## config.mk

```make
export PLATFORM = sky130hd
export DESIGN_NAME = thermal_auto_range_stretch_unit
export DESIGN_NICKNAME = d
export VERILOG_FILES = /design/src/design/tars_pkg.sv /design/src/design/thermal_auto_range_stretch_unit.sv /design/src/design/tars_ctrl.sv /design/src/design/tars_dpath.sv
export SDC_FILE = /design/constraint.sdc
export NUM_CORES = 1
export LEC_CHECK = 0
export ABC_AREA = 1
export BUFFER_PORTS_ARGS = -buffer_cell sky130_fd_sc_hd__buf_2
export CAP_MARGIN = 20
export CORE_MARGIN = 2
export CORE_UTILIZATION = 35
export CTS_CLUSTER_SIZE = 24
export DETAILED_ROUTE_END_ITERATION = 7
export HOLD_SLACK_MARGIN = 0.12
export PLACE_DENSITY = 0.56
export SYNTH_ARGS = -nofsm -noshare
export SYNTH_HDL_FRONTEND = slang
export SYNTH_HIERARCHICAL = 1
export SYNTH_SLANG_ARGS = --single-unit
```

## constraint.sdc

```tcl
create_clock -name clock -period 6.5 [get_ports clock]
set_input_delay 0.975 -clock clock [delete_from_list [all_inputs] [get_ports clock]]
set_output_delay 0.975 -clock clock [all_outputs]
set_load 0.005 [all_outputs]
```

## src/design/tars_pkg.sv

```systemverilog
`timescale 1ns / 1ps
package tars_pkg;

   localparam int PIX_W     = 16;
   localparam int MARGIN_W  = 12;
   localparam int BOUND_W   = 18;
   localparam int DIFF_W    = 17;
   localparam int PROD_W    = DIFF_W + PIX_W;
   localparam int DIV_STEPS = PIX_W;
   localparam int CNT_W     = $clog2(DIV_STEPS);
   localparam int ADDR_W    = 3;
   localparam int DATA_W    = 32;

   localparam logic signed [BOUND_W-1:0] BOUND_LOW_RESET  = 18'sh07E00;
   localparam logic signed [BOUND_W-1:0] BOUND_HIGH_RESET = 18'sh08200;
   localparam logic [PIX_W-1:0]          FULL_SCALE       = 16'hFFFF;
   localparam logic [PIX_W-1:0]          RUN_MIN_RESET    = 16'hFFFF;
   localparam logic [PIX_W-1:0]          RUN_MAX_RESET    = 16'h0000;

   localparam logic REG_MARGIN_LOW  = 1'b0;
   localparam logic REG_MARGIN_HIGH = 1'b1;

   typedef struct packed {
      logic [PIX_W-1:0] pixel;
      logic             frame_end;
   } req_word_type;

   typedef struct packed {
      logic [PIX_W-1:0] scaled_pixel;
      logic             last_pixel;
      logic [PIX_W-1:0] found_min;
      logic [PIX_W-1:0] found_max;
   } rsp_word_type;

   typedef struct packed {
      logic load;
      logic mul;
      logic div_step;
      logic out_load;
   } cmd_type;

   typedef struct packed {
      logic clamp;
      logic out_free;
   } status_type;

   typedef enum logic [3:0] {
      ST_IDLE = 4'b0001,
      ST_MUL  = 4'b0010,
      ST_DIV  = 4'b0100,
      ST_DONE = 4'b1000
   } state_type;

endpackage

```

## src/design/thermal_auto_range_stretch_unit.sv

```systemverilog
`timescale 1ns / 1ps
// A pixel inside the bounds passes through a multiply and then the 16-step
// restoring divider that forms each quotient bit in turn; a pixel clamped to 0
// or full scale skips the divider. A new word is taken only once the last result
// has moved into the result register, which waits while rsp is stalled.
// Reset (synchronous, active high): bounds 0x7E00 / 0x8200, min/max trackers
// set to 0xFFFF / 0x0000, margins 0, result register empty.
module thermal_auto_range_stretch_unit import tars_pkg::*; (
   input  logic              clock,
   input  logic              reset,
   input  logic              req_valid,
   output logic              req_ready,
   input  req_word_type      req_word,
   output logic              rsp_valid,
   input  logic              rsp_ready,
   output rsp_word_type      rsp_word,
   input  logic              psel,
   input  logic              penable,
   input  logic              pwrite,
   input  logic [ADDR_W-1:0] paddr,
   input  logic [DATA_W-1:0] pwdata,
   output logic [DATA_W-1:0] prdata,
   output logic              pready
);

   logic [MARGIN_W-1:0] margin_low_ff, margin_high_ff;
   logic                wr_en;
   cmd_type             cmd;
   status_type          status;

   assign pready = 1'b1;
   assign wr_en  = psel & penable & pwrite;

   always_ff @(posedge clock) begin
      if (reset) begin
         margin_low_ff  <= '0;
         margin_high_ff <= '0;
      end else if (wr_en) begin
         if (paddr[2] == REG_MARGIN_LOW) begin
            margin_low_ff <= pwdata[MARGIN_W-1:0];
         end else begin
            margin_high_ff <= pwdata[MARGIN_W-1:0];
         end
      end
   end

   always_comb begin
      if (paddr[2] == REG_MARGIN_HIGH) begin
         prdata = DATA_W'(margin_high_ff);
      end else begin
         prdata = DATA_W'(margin_low_ff);
      end
   end

   tars_ctrl u_ctrl (
      .clock     (clock),
      .reset     (reset),
      .req_valid (req_valid),
      .req_ready (req_ready),
      .status    (status),
      .cmd       (cmd)
   );

   tars_dpath u_dpath (
      .clock       (clock),
      .reset       (reset),
      .cmd         (cmd),
      .status      (status),
      .req_word    (req_word),
      .margin_low  (margin_low_ff),
      .margin_high (margin_high_ff),
      .rsp_valid   (rsp_valid),
      .rsp_ready   (rsp_ready),
      .rsp_word    (rsp_word)
   );

endmodule

```

## src/design/tars_ctrl.sv

```systemverilog
`timescale 1ns / 1ps
module tars_ctrl import tars_pkg::*; (
   input  logic       clock,
   input  logic       reset,
   input  logic       req_valid,
   output logic       req_ready,
   input  status_type status,
   output cmd_type    cmd
);

   state_type        state_ff, state_in;
   logic [CNT_W-1:0] cnt_ff, cnt_in;

   always_comb begin
      state_in  = state_ff;
      cnt_in    = cnt_ff;
      cmd       = '0;
      req_ready = 1'b0;
      case (state_ff)
         ST_IDLE: begin
            req_ready = 1'b1;
            if (req_valid) begin
               cmd.load = 1'b1;
               state_in = ST_MUL;
            end
         end
         ST_MUL: begin
            cmd.mul = 1'b1;
            cnt_in  = '0;
            // skip the divide for clamped pixels
            state_in = status.clamp ? ST_DONE : ST_DIV;
         end
         ST_DIV: begin
            cmd.div_step = 1'b1;
            cnt_in       = cnt_ff + 1'b1;
            if (cnt_ff == CNT_W'(DIV_STEPS - 1)) begin
               state_in = ST_DONE;
            end
         end
         ST_DONE: begin
            if (status.out_free) begin
               cmd.out_load = 1'b1;
               state_in     = ST_IDLE;
            end
         end
         default: begin
            state_in = ST_IDLE;
         end
      endcase
   end

   always_ff @(posedge clock) begin
      if (reset) begin
         state_ff <= ST_IDLE;
         cnt_ff   <= '0;
      end else begin
         state_ff <= state_in;
         cnt_ff   <= cnt_in;
      end
   end

endmodule

```

## src/design/tars_dpath.sv

```systemverilog
`timescale 1ns / 1ps
module tars_dpath import tars_pkg::*; (
   input  logic                clock,
   input  logic                reset,
   input  cmd_type             cmd,
   output status_type          status,
   input  req_word_type        req_word,
   input  logic [MARGIN_W-1:0] margin_low,
   input  logic [MARGIN_W-1:0] margin_high,
   output logic                rsp_valid,
   input  logic                rsp_ready,
   output rsp_word_type        rsp_word
);

   logic signed [BOUND_W-1:0] bound_low_ff, bound_low_in;
   logic signed [BOUND_W-1:0] bound_high_ff, bound_high_in;
   logic [PIX_W-1:0]          run_min_ff, run_min_in;
   logic [PIX_W-1:0]          run_max_ff, run_max_in;
   logic                      below_ff, above_ff, last_ff;
   logic [PIX_W-1:0]          found_min_ff, found_max_ff;
   logic [DIFF_W-1:0]         num_ff, den_ff;
   logic [DIFF_W-1:0]         rem_ff, rem_in;
   logic [PIX_W-1:0]          quo_ff, quo_in;
   logic                      rsp_valid_ff;
   rsp_word_type              rsp_word_ff, rsp_word_in;

   logic signed [BOUND_W-1:0] pix_s, num_s, den_s;
   logic                      below, above;
   logic [PIX_W-1:0]          new_min, new_max;
   logic [PROD_W-1:0]         prod;
   logic [DIFF_W:0]           shifted;
   logic [DIFF_W+1:0]         trial;

   always_comb begin
      pix_s   = BOUND_W'($signed({2'b00, req_word.pixel}));
      below   = pix_s <= bound_low_ff;
      above   = (bound_high_ff <= bound_low_ff) || (pix_s >= bound_high_ff);
      num_s   = pix_s - bound_low_ff;
      den_s   = bound_high_ff - bound_low_ff;
      new_min = (req_word.pixel < run_min_ff) ? req_word.pixel : run_min_ff;
      new_max = (req_word.pixel > run_max_ff) ? req_word.pixel : run_max_ff;

      bound_low_in  = bound_low_ff;
      bound_high_in = bound_high_ff;
      run_min_in    = run_min_ff;
      run_max_in    = run_max_ff;
      if (cmd.load) begin
         run_min_in = new_min;
         run_max_in = new_max;
         if (req_word.frame_end) begin
            bound_low_in  = $signed({2'b00, new_min}) - $signed({6'b0, margin_low});
            bound_high_in = $signed({2'b00, new_max}) + $signed({6'b0, margin_high});
            run_min_in    = RUN_MIN_RESET;
            run_max_in    = RUN_MAX_RESET;
         end
      end
   end

   always_comb begin
      prod    = PROD_W'(num_ff) * PROD_W'(FULL_SCALE);
      shifted = {rem_ff, quo_ff[PIX_W-1]};
      trial   = {1'b0, shifted} - {2'b00, den_ff};
      rem_in  = rem_ff;
      quo_in  = quo_ff;
      if (cmd.mul) begin
         rem_in = prod[PROD_W-1:PIX_W];
         quo_in = prod[PIX_W-1:0];
      end else if (cmd.div_step) begin
         rem_in = trial[DIFF_W+1] ? shifted[DIFF_W-1:0] : trial[DIFF_W-1:0];
         quo_in = {quo_ff[PIX_W-2:0], ~trial[DIFF_W+1]};
      end
   end

   always_comb begin
      rsp_word_in.last_pixel = last_ff;
      rsp_word_in.found_min  = found_min_ff;
      rsp_word_in.found_max  = found_max_ff;
      if (below_ff) begin
         rsp_word_in.scaled_pixel = '0;
      end else if (above_ff) begin
         rsp_word_in.scaled_pixel = FULL_SCALE;
      end else begin
         rsp_word_in.scaled_pixel = quo_ff;
      end
   end

   always_ff @(posedge clock) begin
      if (reset) begin
         bound_low_ff  <= BOUND_LOW_RESET;
         bound_high_ff <= BOUND_HIGH_RESET;
         run_min_ff    <= RUN_MIN_RESET;
         run_max_ff    <= RUN_MAX_RESET;
         rsp_valid_ff  <= 1'b0;
      end else begin
         bound_low_ff  <= bound_low_in;
         bound_high_ff <= bound_high_in;
         run_min_ff    <= run_min_in;
         run_max_ff    <= run_max_in;
         if (cmd.out_load) begin
            rsp_valid_ff <= 1'b1;
         end else if (rsp_ready) begin
            rsp_valid_ff <= 1'b0;
         end
      end
   end

   always_ff @(posedge clock) begin
      if (cmd.load) begin
         below_ff     <= below;
         above_ff     <= above;
         last_ff      <= req_word.frame_end;
         found_min_ff <= req_word.frame_end ? new_min : '0;
         found_max_ff <= req_word.frame_end ? new_max : '0;
         num_ff       <= num_s[DIFF_W-1:0];
         den_ff       <= den_s[DIFF_W-1:0];
      end
      rem_ff <= rem_in;
      quo_ff <= quo_in;
      if (cmd.out_load) begin
         rsp_word_ff <= rsp_word_in;
      end
   end

   assign status.clamp    = below_ff | above_ff;
   assign status.out_free = ~rsp_valid_ff | rsp_ready;
   assign rsp_valid       = rsp_valid_ff;
   assign rsp_word        = rsp_word_ff;

endmodule
```

# == After elaboration in Yosys (flattened, before gate mapping) ==
# Index checks and enable logic that the tools add are counted.
# op_classes
n_addsub,6
multipliers,1
order_cmp,5
eq_ne,8
n_mux,26
bitwise,7
reduce_logical,8
# op_table
operator,count
$mux W16,7
$mux W17,3
$sub A17 B17 Y17,2
$mul A17 B16 Y33 const B,1
$sub A18 B17 Y19,1
$le A18 B17 Y1,1
$add A16 B12 Y17,1
$ge A16 B17 Y1,1
$le A17 B17 Y1,1
$sub A16 B12 Y17,1
$gt A16 B16 Y1,1
$lt A16 B16 Y1,1
$mux W4,4
$pmux W4 S4,1
$mux W12,1
$mux W1,9
$eq A4 B4 Y1 const B,2
$pmux W4 S2,1
$reduce_and A2 Y1,3
$reduce_bool A2 Y1,3
$add A4 B1 Y4 const B,1
$eq A4 B1 Y1 const B,1
$eq A4 B2 Y1 const B,1
$eq A4 B3 Y1 const B,1
7 further kinds,12
# word_totals
register_bits,250
input_bits,59
output_inout_bits,84
word_cells,83

# == Longest topological paths before layout ==
# logic_depth
depth_word,5
ltp_mapped,25
mapped_depth_nobuf,25

# == Hierarchy ==
# The synthesis kept the hierarchy.
# by_module_without_submodules
module,instances,cells_per_inst,area_each_um2,seq_area_each_um2
tars_dpath,1,2172,18866.8,5875.6
thermal_auto_range_stretch_unit,1,210,1357.6,480.5
tars_ctrl,1,63,422.9,160.2

# == Worst setup path before layout ==
# Ideal clock, no wire load.
# synth_path
kind,input to register
startpoint,input req_valid
endpoint,register u_dpath.bound_high_ff[11]
setup_time_ns,0.128
arrival_ns,5.592
t_required_ns,6.372
path_slack_ns,0.780
path_stages,8
n_path_buf,1
cell_sequence,inv_1 > nor2_1 > nand2_1 > inv_1 > nor2_1 > inv_1 > clkbuf_1 > o22ai_1
# synth_lines
item,line_no,source
from (decl),thermal_auto_range_stretch_unit.sv:11,"input logic req_valid,"
to (signal assigned),tars_dpath.sv:96,bound_high_ff <= bound_high_in;
to (decl),tars_dpath.sv:16,"logic signed [BOUND_W-1:0] bound_high_ff, bound_high_in;"

# == Worst setup path after layout ==
# layout_path
startpoint,register u_dpath.num_ff[9]
endpoint,"register u_dpath.rem_ff[8], data pin"
# layout_via
elab_chain_cells,2
# layout_lines
item,line_no,source
from (decl),tars_dpath.sv:21,"logic [DIFF_W-1:0] num_ff, den_ff;"
from (signal assigned),tars_dpath.sv:114,num_ff <= num_s[DIFF_W-1:0];
$mul A17 B16 Y33,tars_dpath.sv:60,prod = PROD_W'(num_ff) * PROD_W'(FULL_SCALE);
$mux W17,tars_dpath.sv:65,if (cmd.mul) begin
net u_dpath.rem_in[8],tars_dpath.sv:22,"logic [DIFF_W-1:0] rem_ff, rem_in;"
to (signal assigned),tars_dpath.sv:117,rem_ff <= rem_in;
to (decl),tars_dpath.sv:22,
# The timed path passes the listed nets, and every way through them passes these cells.
# A chain may end at the register's enable or synchronous reset.

==> flow_summary.json <==
{
  "status": "completed",
  "place_hpwl_um": 45800,
  "critPathLaunchType": "flip-flop",
  "cp.required_ns": 6.81,
  "antenna_found_initial": 0,
  "critPathCaptureType": "flip-flop",
  "fillCellCount": 5934,
  "utilization_pct": 39.0,
  "ioPinCount": 143,
  "grt_max_degree": 51,
  "slowest_delay_ns": 0.68,
  "path_cells": "inv_1 -> fa_1 -> inv_1 -> fa_1 -> fa_1 -> fa_1 -> fa_1 -> inv_1 -> fa_1 -> inv_1 -> ha_1 -> nand2_1 -> nor2_1 -> nand4_1 -> o21ai_1 -> nand2_1 -> nand2_1 -> nand2_1 -> nand2_1 -> nand2_1 -> nand3_1 -> nand2_1",
  "arrival_ns": 6.48,
  "portBuffers": 99,
  "period_minus_slack_ns": 6.17,
  "r2r_setup_slack_ns": 0.33,
  "drive_gt1_share_pct": 9.09,
  "r2r_cells": 22,
  "synthToLayoutAreaGrowth_pct": 10.9,
  "hold_viol_final": 0,
  "tns_ns": 0,
  "max-cap-violations": 0,
  "fmax_mhz": 162,
  "final_nets": 2953,
  "synth_cell_types": 58,
  "timing.rr.start": "u_dpath/num_ff[9]",
  "die_x_um": 247,
  "cts-htree-levels": 1,
  "finalClockSkew_ns": 0.0309,
  "grt.overflow.total": 0,
  "relSlewSlack_pct": 35.3,
  "start_util_pct": 35.2,
  "root_buffer": "clkbuf_16",
  "yosysWarnings": 6,
  "initialDrtViolationCount": 845,
  "tightest_slew_ns": 0.966,
  "cts_tree": "yes",
  "startpoint": "u_dpath/num_ff[9]",
  "ys_seq_elements": 250,
  "crit_top_cell": "nand2_1",
  "layout_commonest_cell": "inv_1",
  "core.rowCount": 89,
  "wire_per_inst_um": 16.8,
  "syn-cell-area_um2": 20600,
  "worstHoldPathType": "reg -> reg",
  "dieArea_um2": 61000,
  "crit_path_top_delay_cell": "fa_1",
  "drt.antenna.violating_nets": 0,
  "endpoint": "u_dpath/rem_ff[8]",
  "vias_per_cell": 4.90,
  "finalCritPeriodShare_pct": 95.0,
  "die_y_um": 247,
  "synth_area_leaders": "edfxtp_1 (22%), fa_1 (13%), ha_1 (13%), dfxtp_1 (9.6%), inv_1 (8.6%)",
  "hold_depth": 0,
  "insertion_delay_ns": 0.59,
  "syn_avg_cell_area_um2": 8.44,
  "netlist.area_leader.share_pct": 22.0,
  "gp_congestion": 0.915,
  "rsz0062_at_grt": "false",
  "postCtsHoldBufs": 0,
  "post_cts_resized": 0,
  "ys_seq_area_share_pct": 31.6,
  "num_vias": 16400,
  "cts_buffers": 29,
  "report.final.slew_viol_count": 0,
  "diodes": 0,
  "finalSetupViolCount": 0,
  "clock_sinks": 250,
  "critical_path.max_fanout": 5,
  "r2r-end": "u_dpath/rem_ff[8]",
  "drc_errors": 0,
  "wl_um": 56000,
  "coreArea_um2": 58700,
  "clock_path_buffers": 3,
  "post_cts_buffers": 0,
  "yosys.area.top_type": "edfxtp_1",
  "grt_pass1_wl_um": 88800,
  "synth_cells": 2445,
  "critPathKind": "reg -> reg",
  "grt_use_total_pct": 18.6,
  "clk_pin_slew_ns": 0.06,
  "layout_common_cells": "inv_1 (475), nand2_1 (415), ha_1 (215)",
  "grt_pass1_vias": 16600,
  "drtPass1Iterations": 5
}
-- metal layers --
metal / part of all wire (%) / vias to the layer above / track usage, %
met1: 43 / 7793 / 23.0
li1: - / 8078 / -
met5: 0 / - / 0
met3: 4.0 / 112 / 2.41
met2: 48 / 375 / 32.5
met4: 4.9 / 0 / 8.11
-- through the flow --
stage | hold slack (ns) | setup slack [ns] | instances | instance area (um^2)
floorplan | 0.400 | 0.780 | 2464 | 20700
global route | 0.427 | 0.0118 | 3336 | 22900
global placement | 0.403 | 0.363 | 3275 | 21800
detailed placement | 0.406 | 0.313 | 3276 | 21800
CTS | 0.402 | 0.265 | 3330 | 22800
finish | 0.397 | 0.326 | 3336 | 22900
-- worst min-delay path by stage --
stage | from | endpoint | slack [ns]
after floorplan | u_dpath/found_max_ff[0] | u_dpath/rsp_word[0] | 0.40
after global placement | u_dpath/found_min_ff[13] | u_dpath/rsp_word[29] | 0.40
after detailed placement | u_dpath/found_min_ff[13] | u_dpath/rsp_word[29] | 0.41
after CTS | u_dpath/found_min_ff[10] | u_dpath/rsp_word[26] | 0.40
after global routing | u_dpath/found_min_ff[13] | u_dpath/rsp_word[29] | 0.43
final | u_dpath/found_min_ff[10] | u_dpath/rsp_word[26] | 0.40
-- critical path, delay by kind of cell, from the launching register on --
kind | cells | cell delay (ns)
and+or+nand+nor | 10 | 0.98
AOI/OAI and AO/OA | 1 | 0.34
adders and majority gates | 7 | 3.74
buffers and inverters | 4 | 0.36
DFF | 1 | 0.47
-- flip-flops by register name, summed over array words and instances (netlist names), 17 cells and up --
register and count:
u_dpath/num_ff 17, u_dpath/rsp_word 49, u_dpath/bound_high_ff 17, u_dpath/bound_low_ff 17, u_dpath/rem_ff 17, u_dpath/den_ff 17
-- synth_stat cells (all sizes together) --
cell	count
a21boi	6
a21o	14
a21oi	187
a221oi	4
a31oi	14
and2	1
and3	1
buf	42
clkbuf	26
clkinv	4
conb	2
dfxtp	99
edfxtp	151
fa	139
ha	215
inv	478
nand2	426
nand3	100
nand3b	6
nand4	17
nor2	217
nor3	15
nor3b	1
nor4	5
o2111ai	5
o211ai	17
o21a	19
o21ai	130
o21bai	8
o221ai	2
o22ai	16
o31ai	2
or2	9
xnor2	28
xor2	39
-- logic make-up after synthesis --
group | Yosys count | share of synthesized area [%]
DFF | 250 | 31.6
adders and majority gates | 354 | 26.5
other | 2 | 0.0364
buffers and inverters | 550 | 10.8
xor gates and xnor gates | 67 | 2.84
AOI/OAI and AO/OA | 424 | 12.0
and+or+nand+nor | 798 | 16.2
-- layout make-up --
type	count	area [um^2]	area share, %
multi-input combinational	1664	12000	52.3
sequential	250	6520	28.5
inverter	482	1810	7.92
tap	773	967	4.22
clock buffer	34	764	3.34
timing repair buffer	113	644	2.81
clock inverter	20	206	0.902
Power is left out: the tool's default activity adds up to more than one toggle a clock period on the data nets, which glitch-free logic cannot reach.
